**config.mk**
```make
export PLATFORM = sky130hd
export DESIGN_NAME = garage_door_pulse_controller_flat
export DESIGN_NICKNAME = d
export VERILOG_FILES = /design/src/rtl/core/gdpc_pkg.sv /design/src/rtl/core/gdpc_req_if.sv /design/src/rtl/core/gdpc_rsp_if.sv /design/src/rtl/core/gdpc_csr_if.sv /design/src/rtl/core/gdpc_csr_regs.sv /design/src/rtl/core/gdpc_step.sv /design/src/rtl/core/garage_door_pulse_controller.sv /design/src/flat_wrapper.sv
export SDC_FILE = /design/constraint.sdc
export NUM_CORES = 1
export LEC_CHECK = 0
export BUFFER_PORTS_ARGS = -buffer_cell sky130_fd_sc_hd__buf_2
export CAP_MARGIN = 20
export CORE_ASPECT_RATIO = 0.6
export CORE_UTILIZATION = 60
export DETAILED_ROUTE_END_ITERATION = 12
export HOLD_SLACK_MARGIN = 0.08
export MAX_ROUTING_LAYER = met4
export PLACE_DENSITY = 0.8
export SLEW_MARGIN = 5
export SYNTH_ARGS = -nofsm -noshare
export SYNTH_HDL_FRONTEND = slang
export SYNTH_SLANG_ARGS = --single-unit
```
**constraint.sdc**
```tcl
create_clock -name clock -period 3.49 [get_ports clock]
set_clock_uncertainty 0.15 [all_clocks]
set_input_delay 1.047 -clock clock [delete_from_list [all_inputs] [get_ports clock]]
set_output_delay 1.047 -clock clock [all_outputs]
set_load 0.005 [all_outputs]
```
**src/rtl/core/gdpc_pkg.sv**
```systemverilog
`default_nettype none

package gdpc_pkg;

   // Widths of the register and counter fields.
   localparam int unsigned TicksWidth = 16;
   localparam int unsigned CountWidth = 3;

   // Configuration register indexes.
   localparam logic [1:0] CsrTimeoutTicks = 2'd0;
   localparam logic [1:0] CsrPulseTicks   = 2'd1;
   localparam logic [1:0] CsrMaxPulses    = 2'd2;

   // Reset values of the configuration registers.
   localparam logic [TicksWidth-1:0] TimeoutTicksReset = 16'd30000;
   localparam logic [TicksWidth-1:0] PulseTicksReset   = 16'd500;
   localparam logic [CountWidth-1:0] MaxPulsesReset    = 3'd3;

   // Report codes.
   localparam logic [1:0] CodeClosed = 2'd0;
   localparam logic [1:0] CodeOpened = 2'd1;
   localparam logic [1:0] CodeError  = 2'd2;

   typedef struct packed {
      logic [TicksWidth-1:0] timeout_ticks;
      logic [TicksWidth-1:0] pulse_ticks;
      logic [CountWidth-1:0] max_pulses;
   } cfg_type;

   typedef struct packed {
      logic cmd_valid;
      logic cmd_target;
      logic closed_sensor_n;
      logic open_sensor_n;
   } item_type;

   typedef struct packed {
      logic       relay_on;
      logic       report_valid;
      logic [1:0] report_code;
      logic       busy_res;
   } result_type;

endpackage

`default_nettype wire

```
**src/rtl/core/gdpc_req_if.sv**
```systemverilog
`default_nettype none

interface gdpc_req_if;
   logic valid;
   logic ready;
   logic cmd_valid;
   logic cmd_target;
   logic closed_sensor_n;
   logic open_sensor_n;

   modport source (output valid, output cmd_valid, output cmd_target,
                   output closed_sensor_n, output open_sensor_n, input ready);
   modport sink   (input valid, input cmd_valid, input cmd_target,
                   input closed_sensor_n, input open_sensor_n, output ready);
endinterface

`default_nettype wire

```
**src/rtl/core/gdpc_rsp_if.sv**
```systemverilog
`default_nettype none

interface gdpc_rsp_if;
   logic       valid;
   logic       ready;
   logic       relay_on;
   logic       report_valid;
   logic [1:0] report_code;
   logic       busy_res;

   modport source (output valid, output relay_on, output report_valid,
                   output report_code, output busy_res, input ready);
   modport sink   (input valid, input relay_on, input report_valid,
                   input report_code, input busy_res, output ready);
endinterface

`default_nettype wire

```
**src/rtl/core/gdpc_csr_if.sv**
```systemverilog
`default_nettype none

interface gdpc_csr_if;
   logic        valid;
   logic        ready;
   logic [1:0]  index;
   logic [15:0] data;

   modport source (output valid, output index, output data, input ready);
   modport sink   (input valid, input index, input data, output ready);
endinterface

`default_nettype wire

```
**src/rtl/core/gdpc_csr_regs.sv**
```systemverilog
`default_nettype none

// Holds the three configuration registers; writes to an unused index are dropped.
module gdpc_csr_regs (
   input  wire logic             clock,
   input  wire logic             reset,
   input  wire logic             wr_en,
   input  wire logic [1:0]       wr_index,
   input  wire logic [15:0]      wr_data,
   output gdpc_pkg::cfg_type     cfg
);

   gdpc_pkg::cfg_type cfg_ff;
   gdpc_pkg::cfg_type cfg_in;

   always_comb begin
      cfg_in = cfg_ff;
      if (wr_en) begin
         case (wr_index)
            gdpc_pkg::CsrTimeoutTicks: cfg_in.timeout_ticks = wr_data;
            gdpc_pkg::CsrPulseTicks:   cfg_in.pulse_ticks   = wr_data;
            gdpc_pkg::CsrMaxPulses:
               cfg_in.max_pulses = wr_data[gdpc_pkg::CountWidth-1:0];
            default: cfg_in = cfg_ff;
         endcase
      end
   end

   always_ff @(posedge clock) begin
      if (reset) begin
         cfg_ff.timeout_ticks <= gdpc_pkg::TimeoutTicksReset;
         cfg_ff.pulse_ticks   <= gdpc_pkg::PulseTicksReset;
         cfg_ff.max_pulses    <= gdpc_pkg::MaxPulsesReset;
      end else begin
         cfg_ff <= cfg_in;
      end
   end

   assign cfg = cfg_ff;

endmodule

`default_nettype wire

```
**src/rtl/core/gdpc_step.sv**
```systemverilog
`default_nettype none

// Door state and its one-tick update. The result is combinational from the
// current state and the item; the state moves on when step_en is high.
module gdpc_step (
   input  wire logic                 clock,
   input  wire logic                 reset,
   input  wire logic                 step_en,
   input  wire gdpc_pkg::cfg_type    cfg,
   input  wire gdpc_pkg::item_type   item,
   output gdpc_pkg::result_type      result
);

   logic                              action_ff, action_in;
   logic                              target_ff, target_in;
   logic [gdpc_pkg::CountWidth-1:0]   count_ff, count_in;
   logic [gdpc_pkg::TicksWidth-1:0]   elapsed_ff, elapsed_in;
   logic                              expired_ff, expired_in;
   logic [gdpc_pkg::TicksWidth-1:0]   remain_ff, remain_in;

   logic                              at_closed;
   logic                              at_open;
   logic                              at_target;

   assign at_closed = !item.closed_sensor_n && item.open_sensor_n;
   assign at_open   = item.closed_sensor_n && !item.open_sensor_n;
   assign at_target = target_ff ? at_open : at_closed;

   always_comb begin
      action_in  = action_ff;
      target_in  = target_ff;
      count_in   = count_ff;
      elapsed_in = elapsed_ff;
      expired_in = expired_ff;
      remain_in  = remain_ff;
      result.relay_on     = 1'b0;
      result.report_valid = 1'b0;
      result.report_code  = gdpc_pkg::CodeClosed;

      if (!action_ff) begin
         if (item.cmd_valid) begin
            target_in = item.cmd_target;
            count_in  = '0;
            action_in = 1'b1;
         end
      end else if (remain_ff != '0) begin
         result.relay_on = 1'b1;
         remain_in = remain_ff - 1'b1;
      end else if (!expired_ff) begin
         if (elapsed_ff != '1) begin
            elapsed_in = elapsed_ff + 1'b1;
         end
         if (elapsed_in >= cfg.timeout_ticks) begin
            expired_in = 1'b1;
         end
      end else if (at_target) begin
         result.report_valid = 1'b1;
         result.report_code  = target_ff ? gdpc_pkg::CodeOpened : gdpc_pkg::CodeClosed;
         count_in  = '0;
         action_in = 1'b0;
      end else if (count_ff >= cfg.max_pulses) begin
         result.report_valid = 1'b1;
         result.report_code  = gdpc_pkg::CodeError;
         count_in  = '0;
         action_in = 1'b0;
      end else begin
         // Start a pulse: this tick already counts as the first relay tick.
         result.relay_on = 1'b1;
         remain_in  = (cfg.pulse_ticks == '0) ? '0 : cfg.pulse_ticks - 1'b1;
         expired_in = 1'b0;
         elapsed_in = '0;
         count_in   = count_ff + 1'b1;
      end

      result.busy_res = action_in;
   end

   always_ff @(posedge clock) begin
      if (reset) begin
         action_ff  <= 1'b0;
         target_ff  <= 1'b0;
         count_ff   <= '0;
         elapsed_ff <= '0;
         expired_ff <= 1'b1;
         remain_ff  <= '0;
      end else if (step_en) begin
         action_ff  <= action_in;
         target_ff  <= target_in;
         count_ff   <= count_in;
         elapsed_ff <= elapsed_in;
         expired_ff <= expired_in;
         remain_ff  <= remain_in;
      end
   end

endmodule

`default_nettype wire

```
**src/rtl/core/garage_door_pulse_controller.sv**
```systemverilog
`default_nettype none

// Channel  Role    Beat carries
// -------  ------  ---------------------------------------------------------
// req_ch   sink    one tick: cmd_valid, cmd_target, closed/open sensors (n)
// rsp_ch   source  one result per tick: relay_on, report_valid/code, busy_res
// csr_ch   sink    register write: index (0 timeout, 1 pulse, 2 max), data
//
// Each request beat yields exactly one response beat, which passes through the
// input register and then the result register before it can be taken.
// Throughput is one beat per cycle while the response side is not stalled.
// Reset is synchronous and active high; it restores the register defaults and
// leaves the door idle with the timeout marked as expired.
// A stalled response holds the pipeline; req_ch.ready drops only when both stages are full.
module garage_door_pulse_controller (
   input  wire logic   clock,
   input  wire logic   reset,
   gdpc_req_if.sink    req_ch,
   gdpc_rsp_if.source  rsp_ch,
   gdpc_csr_if.sink    csr_ch
);

   gdpc_pkg::cfg_type    cfg;
   gdpc_pkg::item_type   item_ff, item_in;
   gdpc_pkg::result_type step_result;
   gdpc_pkg::result_type rsp_ff;

   logic item_valid_ff;
   logic rsp_valid_ff;
   logic out_advance;
   logic step_en;

   // Writes always taken; software must write only while idle; the block does not check.
   assign csr_ch.ready = 1'b1;

   gdpc_csr_regs u_csr_regs (
      .clock    (clock),
      .reset    (reset),
      .wr_en    (csr_ch.valid),
      .wr_index (csr_ch.index),
      .wr_data  (csr_ch.data),
      .cfg      (cfg)
   );

   // The result register can take a new beat when it is empty or being drained.
   assign out_advance = !rsp_valid_ff || rsp_ch.ready;
   assign step_en     = item_valid_ff && out_advance;
   assign req_ch.ready = !item_valid_ff || out_advance;

   always_comb begin
      item_in.cmd_valid       = req_ch.cmd_valid;
      item_in.cmd_target      = req_ch.cmd_target;
      item_in.closed_sensor_n = req_ch.closed_sensor_n;
      item_in.open_sensor_n   = req_ch.open_sensor_n;
   end

   // Input register.
   always_ff @(posedge clock) begin
      if (reset) begin
         item_valid_ff <= 1'b0;
      end else if (req_ch.ready) begin
         item_valid_ff <= req_ch.valid;
      end
   end

   always_ff @(posedge clock) begin
      if (req_ch.valid && req_ch.ready) begin
         item_ff <= item_in;
      end
   end

   // The step unit updates the door state only when its beat moves on into the
   // result register, so a stalled beat is never applied twice.
   gdpc_step u_step (
      .clock   (clock),
      .reset   (reset),
      .step_en (step_en),
      .cfg     (cfg),
      .item    (item_ff),
      .result  (step_result)
   );

   // Result register.
   always_ff @(posedge clock) begin
      if (reset) begin
         rsp_valid_ff <= 1'b0;
      end else if (out_advance) begin
         rsp_valid_ff <= item_valid_ff;
      end
   end

   always_ff @(posedge clock) begin
      if (step_en) begin
         rsp_ff <= step_result;
      end
   end

   assign rsp_ch.valid        = rsp_valid_ff;
   assign rsp_ch.relay_on     = rsp_ff.relay_on;
   assign rsp_ch.report_valid = rsp_ff.report_valid;
   assign rsp_ch.report_code  = rsp_ff.report_code;
   assign rsp_ch.busy_res     = rsp_ff.busy_res;

endmodule

`default_nettype wire

```
**src/flat_wrapper.sv**
```systemverilog
// flat-port wrapper written by rule: the top's interface ports become plain ports
module garage_door_pulse_controller_flat 
  (clock, reset, req_ch_valid, req_ch_cmd_valid, req_ch_cmd_target, req_ch_closed_sensor_n, req_ch_open_sensor_n, req_ch_ready, rsp_ch_valid, rsp_ch_relay_on, rsp_ch_report_valid, rsp_ch_report_code, rsp_ch_busy_res, rsp_ch_ready, csr_ch_valid, csr_ch_index, csr_ch_data, csr_ch_ready);
  gdpc_req_if req_ch_i ();
  gdpc_rsp_if rsp_ch_i ();
  gdpc_csr_if csr_ch_i ();
  input  wire logic clock;
  input  wire logic reset;
  input wire logic [$bits(req_ch_i.valid)-1:0] req_ch_valid;
  input wire logic [$bits(req_ch_i.cmd_valid)-1:0] req_ch_cmd_valid;
  input wire logic [$bits(req_ch_i.cmd_target)-1:0] req_ch_cmd_target;
  input wire logic [$bits(req_ch_i.closed_sensor_n)-1:0] req_ch_closed_sensor_n;
  input wire logic [$bits(req_ch_i.open_sensor_n)-1:0] req_ch_open_sensor_n;
  output wire logic [$bits(req_ch_i.ready)-1:0] req_ch_ready;
  output wire logic [$bits(rsp_ch_i.valid)-1:0] rsp_ch_valid;
  output wire logic [$bits(rsp_ch_i.relay_on)-1:0] rsp_ch_relay_on;
  output wire logic [$bits(rsp_ch_i.report_valid)-1:0] rsp_ch_report_valid;
  output wire logic [$bits(rsp_ch_i.report_code)-1:0] rsp_ch_report_code;
  output wire logic [$bits(rsp_ch_i.busy_res)-1:0] rsp_ch_busy_res;
  input wire logic [$bits(rsp_ch_i.ready)-1:0] rsp_ch_ready;
  input wire logic [$bits(csr_ch_i.valid)-1:0] csr_ch_valid;
  input wire logic [$bits(csr_ch_i.index)-1:0] csr_ch_index;
  input wire logic [$bits(csr_ch_i.data)-1:0] csr_ch_data;
  output wire logic [$bits(csr_ch_i.ready)-1:0] csr_ch_ready;
  assign req_ch_i.valid = req_ch_valid;
  assign req_ch_i.cmd_valid = req_ch_cmd_valid;
  assign req_ch_i.cmd_target = req_ch_cmd_target;
  assign req_ch_i.closed_sensor_n = req_ch_closed_sensor_n;
  assign req_ch_i.open_sensor_n = req_ch_open_sensor_n;
  assign req_ch_ready = req_ch_i.ready;
  assign rsp_ch_valid = rsp_ch_i.valid;
  assign rsp_ch_relay_on = rsp_ch_i.relay_on;
  assign rsp_ch_report_valid = rsp_ch_i.report_valid;
  assign rsp_ch_report_code = rsp_ch_i.report_code;
  assign rsp_ch_busy_res = rsp_ch_i.busy_res;
  assign rsp_ch_i.ready = rsp_ch_ready;
  assign csr_ch_i.valid = csr_ch_valid;
  assign csr_ch_i.index = csr_ch_index;
  assign csr_ch_i.data = csr_ch_data;
  assign csr_ch_ready = csr_ch_i.ready;
  garage_door_pulse_controller u_core (.clock(clock), .reset(reset), .req_ch(req_ch_i), .rsp_ch(rsp_ch_i), .csr_ch(csr_ch_i));
endmodule
```
### Word-level counts from Yosys, hierarchy flattened

Cells that the tools add are included.

| storage, ports and cells | value |
|---|---|
| output and inout bits | 8 |
| flip-flop bits (word level) | 84 |

| operators by class | value |
|---|---|
| muxes and demuxes | 34 |
| order comparisons | 2 |
| add/subtract/negate cells | 4 |
| equal/unequal tests | 9 |
| bitwise logic cells | 3 |
| reduce and logical (&&, ||, !) cells | 24 |

Operators with widths:

| kind | number |
|---|---|
| $mux 16 | 12 |
| $sub 16x1->16 const B | 2 |
| $mux 3 | 8 |
| $add 16x1->16 const B | 1 |
| $ge 16x16->1 | 1 |
| $logic_not 16->1 | 1 |
| $ne 16x16->1 const B | 1 |
| $reduce_bool 16->1 | 1 |
| $mux 1 | 13 |
| $reduce_and 5->1 | 2 |
| $ne 2x2->1 const B | 4 |
| $reduce_and 2->1 | 3 |
| $reduce_and 3->1 | 2 |
| $logic_and 1x1->1 | 4 |
| $logic_not 1->1 | 4 |
| $mux 4 | 1 |
| $ne 2x1->1 const B | 2 |
| $reduce_and 4->1 | 1 |
| $reduce_bool 2->1 | 2 |
| $add 3x1->3 const B | 1 |
| $ge 3x3->1 | 1 |
| $not 1->1 | 3 |
| $reduce_or 3->1 | 1 |
| $eq 2x1->1 const B | 1 |
| other kinds (3) | 4 |

### Depth between registers and ports, before layout

| depth | value |
|---|---|
| depth after elaboration | 8 |
| depth in mapped cells | 14 |

### Cells and area by module

From an unflattened synthesis, not the netlist that was laid out.

| unflattened totals | value |
|---|---|
| cells, all modules | 575 |
| area, all modules | 5019.8 um^2 |

By module, submodules not included:

| module | times used | area each (um^2) | cells an instance |
|---|---|---|---|
| gdpc_step | 1 | 3165.5 | 409 |
| gdpc_csr_regs | 1 | 1468.9 | 145 |
| garage_door_pulse_controller | 1 | 385.4 | 21 |

### Worst setup path before layout

Ideal clock, no wire load.

| timing | value |
|---|---|
| path kind | register to register |
| start point | register u_core.u_step.elapsed_ff[0] (netlist name) |
| end point | register u_core.u_step.expired_ff |
| slack | 0.317 ns |
| arrival time | 2.904 ns |
| path buffers | 1 |
| stages on the path, launching flop included | 15 |
| cell sequence | dfxtp_1 ha_1 and4_1 and4_1 clkbuf_1 nor2_1 and4_1 xor2_1 ha_1 a21o_1 nand3_1 a21oi_1 a2111oi_0 a31oi_1 a211o_1 |

| between the ends | value |
|---|---|
| cells in the longest elaborated chain, start to end | 8 |

RTL lines:

| what | line | RTL |
|---|---|---|
| from (decl) | gdpc_step.sv:17 | `logic [gdpc_pkg::TicksWidth-1:0] elapsed_ff, elapsed_in;` |
| from (signal assigned) | gdpc_step.sv:90 | `elapsed_ff <= elapsed_in;` |
| $add 16x1->16 / $ne 16x16->1 (equally long branches) | gdpc_step.sv:51, gdpc_step.sv:50 |  |
| $mux 16 * | gdpc_step.sv:50 | `if (elapsed_ff != '1) begin` |
| $mux 16 * | gdpc_step.sv:49 | `end else if (!expired_ff) begin` |
| $mux 16 * | gdpc_step.sv:46 | `end else if (remain_ff != '0) begin` |
| $mux 16 * | gdpc_step.sv:40 | `if (!action_ff) begin` |
| $ge 16x16->1 * | gdpc_step.sv:53 | `if (elapsed_in >= cfg.timeout_ticks) begin` |
| $mux 1 * | gdpc_step.sv:53 |  |
| $mux 1 * | gdpc_step.sv:49 |  |
| to (signal assigned) | gdpc_step.sv:91 | `expired_ff <= expired_in;` |
| to (decl) | gdpc_step.sv:18 | `logic expired_ff, expired_in;` |

Every way passes the cells marked *; elsewhere a longest branch is shown, timed or not. The select of a mux whose other input is x is not followed.
A chain may end at the register's enable or synchronous reset.

### Final worst setup path

Same ends and word-level chain as after synthesis.

==> results.toml <==
[critical_path]
reg2regPathDepth = 11
max_stage_delay_ns = 0.42
path_class = "reg -> reg"
critPathBufInv = 0
reg2reg_from = "u_core.u_step.elapsed_ff[0]"
crit_fanout = 12
r2r_slack_ns = 0.29
worst_ep_required_time_ns = 3.57
cp.arrival_ns = 3.28
cp-start-kind = "flip-flop"
r2r_end = "u_core.u_step.expired_ff"
crit_family = "compound AO/OA/AOI/OAI gates"
critPathSlowestCell = "dfxtp_1"
cp-end-kind = "flip-flop"
crit_chain = "ha_1 > and4_1 > and4_4 > o21ai_0 > o21ai_0 > ha_1 > a21o_1 > a21o_1 > a2111oi_1 > a31oi_1 > a211o_1"

[logic_synthesis]
synthCells = 563
synth_top_family_by_area = "simple AND/OR/NAND/NOR gates"
yosysWarnings = 0
syn-cell-area_sq_um = 4674
synth-edff-count = 9
synth_cell_types = 63
synth_nets = 614
synth_top_cell_by_area = "dfxtp_1"
synth_xor_area_share_pct = 4.497
async_reset_ff_share_pct = 0
avgSynthCellArea_sq_um = 8.303
synth-main-ff-cell = "dfxtp_1"
synth_simple_gate_area_share_pct = 26.20
synth_compound_area_share_pct = 18.63
synthAdderAreaFrac_pct = 6.424
synth_top_area_share_pct = 32.12
ys_seq_area_share_pct = 37.90
synth_seq_cells = 84
synth.area.mux_share_pct = 1.820
ys_top_cells_by_area = "dfxtp_1 32%, nand2_1 7.1%, ha_1 6.4%"

[timing]
slew_headroom_pct = 46.97
min_period_ns = 3.203
worstMarginPinSlew_ns = 0.7894
final.period_utilization_pct = 91.78
setup_viol = 0
hold_viol_final = 0
rsz0062_at_grt = "no"
slew_viol_final = 0
whs_ns = 0.3115
fmax_ghz = 0.3122
setup_tns_ns = 0

[final_layout]
layout_common_cells = "89 x nand2_1, 75 x dfxtp_1, 46 x nor2_1"
final_nets = 644
utilization_pct = 71.10
n_antenna_cell = 0
drive_gt1_share_pct = 13.23
area_growth_pct = 12.37
layout_commonest_cell = "nand2_1"

[job]
max_cap_viol_count = 0

[die]
die_height_um = 70.37
initial_core_util_pct = 63.28
top_level_ports = 35
design.die.area_sq_um = 8159
placementRows = 24
die_w_um = 116.0
core_area_sq_um = 7387

[detailed_routing]
firstDrtPassIters = 5
wl_um = 11670
drc_errors = 0
viasPerCell = 6.094
wl_per_cell_um = 16.64
drtAntennaViolNets = 0
vias = 4272
drt-initial-drc-count = 434

[clocking]
hold_buffers = 0
cts_setup_buffers = 0
cts_tree = "yes"
clk_latency_ns = 0.34
clock_path_buffers = 2
path_clk_slew_ns = 0.06
clockRootBuffer = "clkbuf_16"
cts_sinks = 84
numCtsBuffers = 9
cts_htree_levels = 3
cts_resized = 0

[power_and_ir_drop]
p_leak_nw = 2.247
cellPowerDensity_nw_per_um2 = 427.9
vdd_ir_drop_max_mv = 0.3186

[placed_design]
port_buffers = 33
dp_hpwl_um = 8655
place_congestion = 0.9283

[global_routing]
grt_use_met1_pct = 44.63
grt_pass1_wl_um = 18640
grt_pass1_vias = 3835
grt_overflow = 0
grt_max_degree = 41
use_met2_pct = 41.67
antenna_found_initial = 0
use_met3_pct = 8.594
grtUsageTotal_pct = 30.97
grt_most_used_layer = "met1"

[outcome]
status = "finished clean"

[hold_path]
min_to = "u_core.u_csr_regs.cfg[22]"
min_from = "u_core.u_csr_regs.cfg[22]"
hold_depth = 2
hp-class = "reg -> reg"
==> cell usage after synthesis, types with 3 or more instances <==
cell	n
ha_1	24
a22o_1	6
and3_1	5
mux2i_1	4
nand3b_1	5
nand4_1	4
o32ai_1	3
o211ai_1	7
inv_1	29
o21ai_0	23
xor2_1	12
buf_2	4
edfxtp_1	9
o221a_1	4
a31oi_1	3
and4_1	6
nor2b_1	4
nand2_1	89
a21o_1	7
nor2_1	47
a211oi_1	4
o22ai_1	5
o22a_1	3
nor3b_1	3
or2_2	5
and2_1	6
dfxtp_1	75
xnor2_1	12
nor3_1	11
or4_1	6
nor4_1	4
nand3_1	14
a21oi_1	44
clkbuf_1	17
a22oi_1	4
nand2b_1	8
or3_1	8
mux2_2	4
==> layer usage <==
metal,share of wire (%),up-vias
met5,0,-
met1,49,2002
met3,10,14
met4,1.1,0
met2,40,189
li1,-,2067
==> worst max-delay path by stage <==
| stage | from | end | slack, ns | cells after the start |
|---|---|---|---|---|
| 6_report | u_core.u_step.elapsed_ff[0] | u_core.u_step.expired_ff | 0.29 | 11 |
| 5_1_grt | u_core.u_step.elapsed_ff[0] | u_core.u_step.expired_ff | 0.07 | 13 |
| 4_1_cts | u_core.u_step.elapsed_ff[0] | u_core.u_step.expired_ff | 0.06 | 13 |
| 3_5_place_dp | u_core.u_step.elapsed_ff[0] | u_core.u_step.expired_ff | 0.1 | 13 |
| 3_3_place_gp | u_core.u_step.elapsed_ff[0] | u_core.u_step.expired_ff | 0.25 | 13 |
| 2_1_floorplan | u_core.u_step.elapsed_ff[0] | u_core.u_step.expired_ff | 0.32 | 14 |
==> cells by family after synthesis <==
| logic type | count (synthesis) |
|---|---|
| AND/OR/NAND/NOR | 237 |
| AO/OA/AOI/OAI | 132 |
| flip-flops | 84 |
| buffers and inverters | 53 |
| adder cells (fa/ha/maj) | 24 |
| XOR/XNOR | 24 |
| multiplexers | 8 |
| other | 1 |
==> power by group <==
group          leakage (nW)  internal, mW  switching [mW]  total, mW
clock                 0.146         0.589           0.373      0.961
combinational          1.41        0.0988           0.163      0.262
sequential            0.696          1.00          0.0215       1.02
==> layout make-up <==
class / instances / area (sq um)
Clock buffer: 13 / 260.3
Clock inverter: 2 / 35.03
Fill cell: 602 / 2135
Inverter: 29 / 108.9
Multi-Input combinational cell: 426 / 2706
Sequential cell: 84 / 1772
Tap cell: 104 / 130.1
Timing Repair Buffer: 43 / 240.2
==> worst register-to-register path, cell delays in order (launching register included) <==
cell and delay (ns):
dfxtp_1 0.42, ha_1 0.24, and4_1 0.20, and4_4 0.32
o21ai_0 0.09, o21ai_0 0.17, ha_1 0.33, a21o_1 0.19
a21o_1 0.18, a2111oi_1 0.39, a31oi_1 0.14, a211o_1 0.27
==> stage by stage <==
stage | cells | cell area (sq um) | power, mW | setup WS [ns]
after floorplan | 563 | 4674 | 1.214 | 0.3168
after global placement | 686 | 4951 | 1.290 | 0.2465
after detailed placement | 686 | 4951 | 1.298 | 0.09575
after CTS | 701 | 5246 | 2.247 | 0.06147
after global routing | 701 | 5253 | 2.315 | 0.07016
final | 701 | 5253 | 2.248 | 0.2867
==> state kept, by name, indices dropped and copies added, names as in the netlist, 2 cells and up <==
name / cells
u_core.item_ff: 4
u_core.rsp_ch.report_code: 2
u_core.u_csr_regs.cfg: 35
u_core.u_step.count_ff: 3
u_core.u_step.elapsed_ff: 16
u_core.u_step.remain_ff: 16
Note: power is estimated with default switching activity, not from simulation.
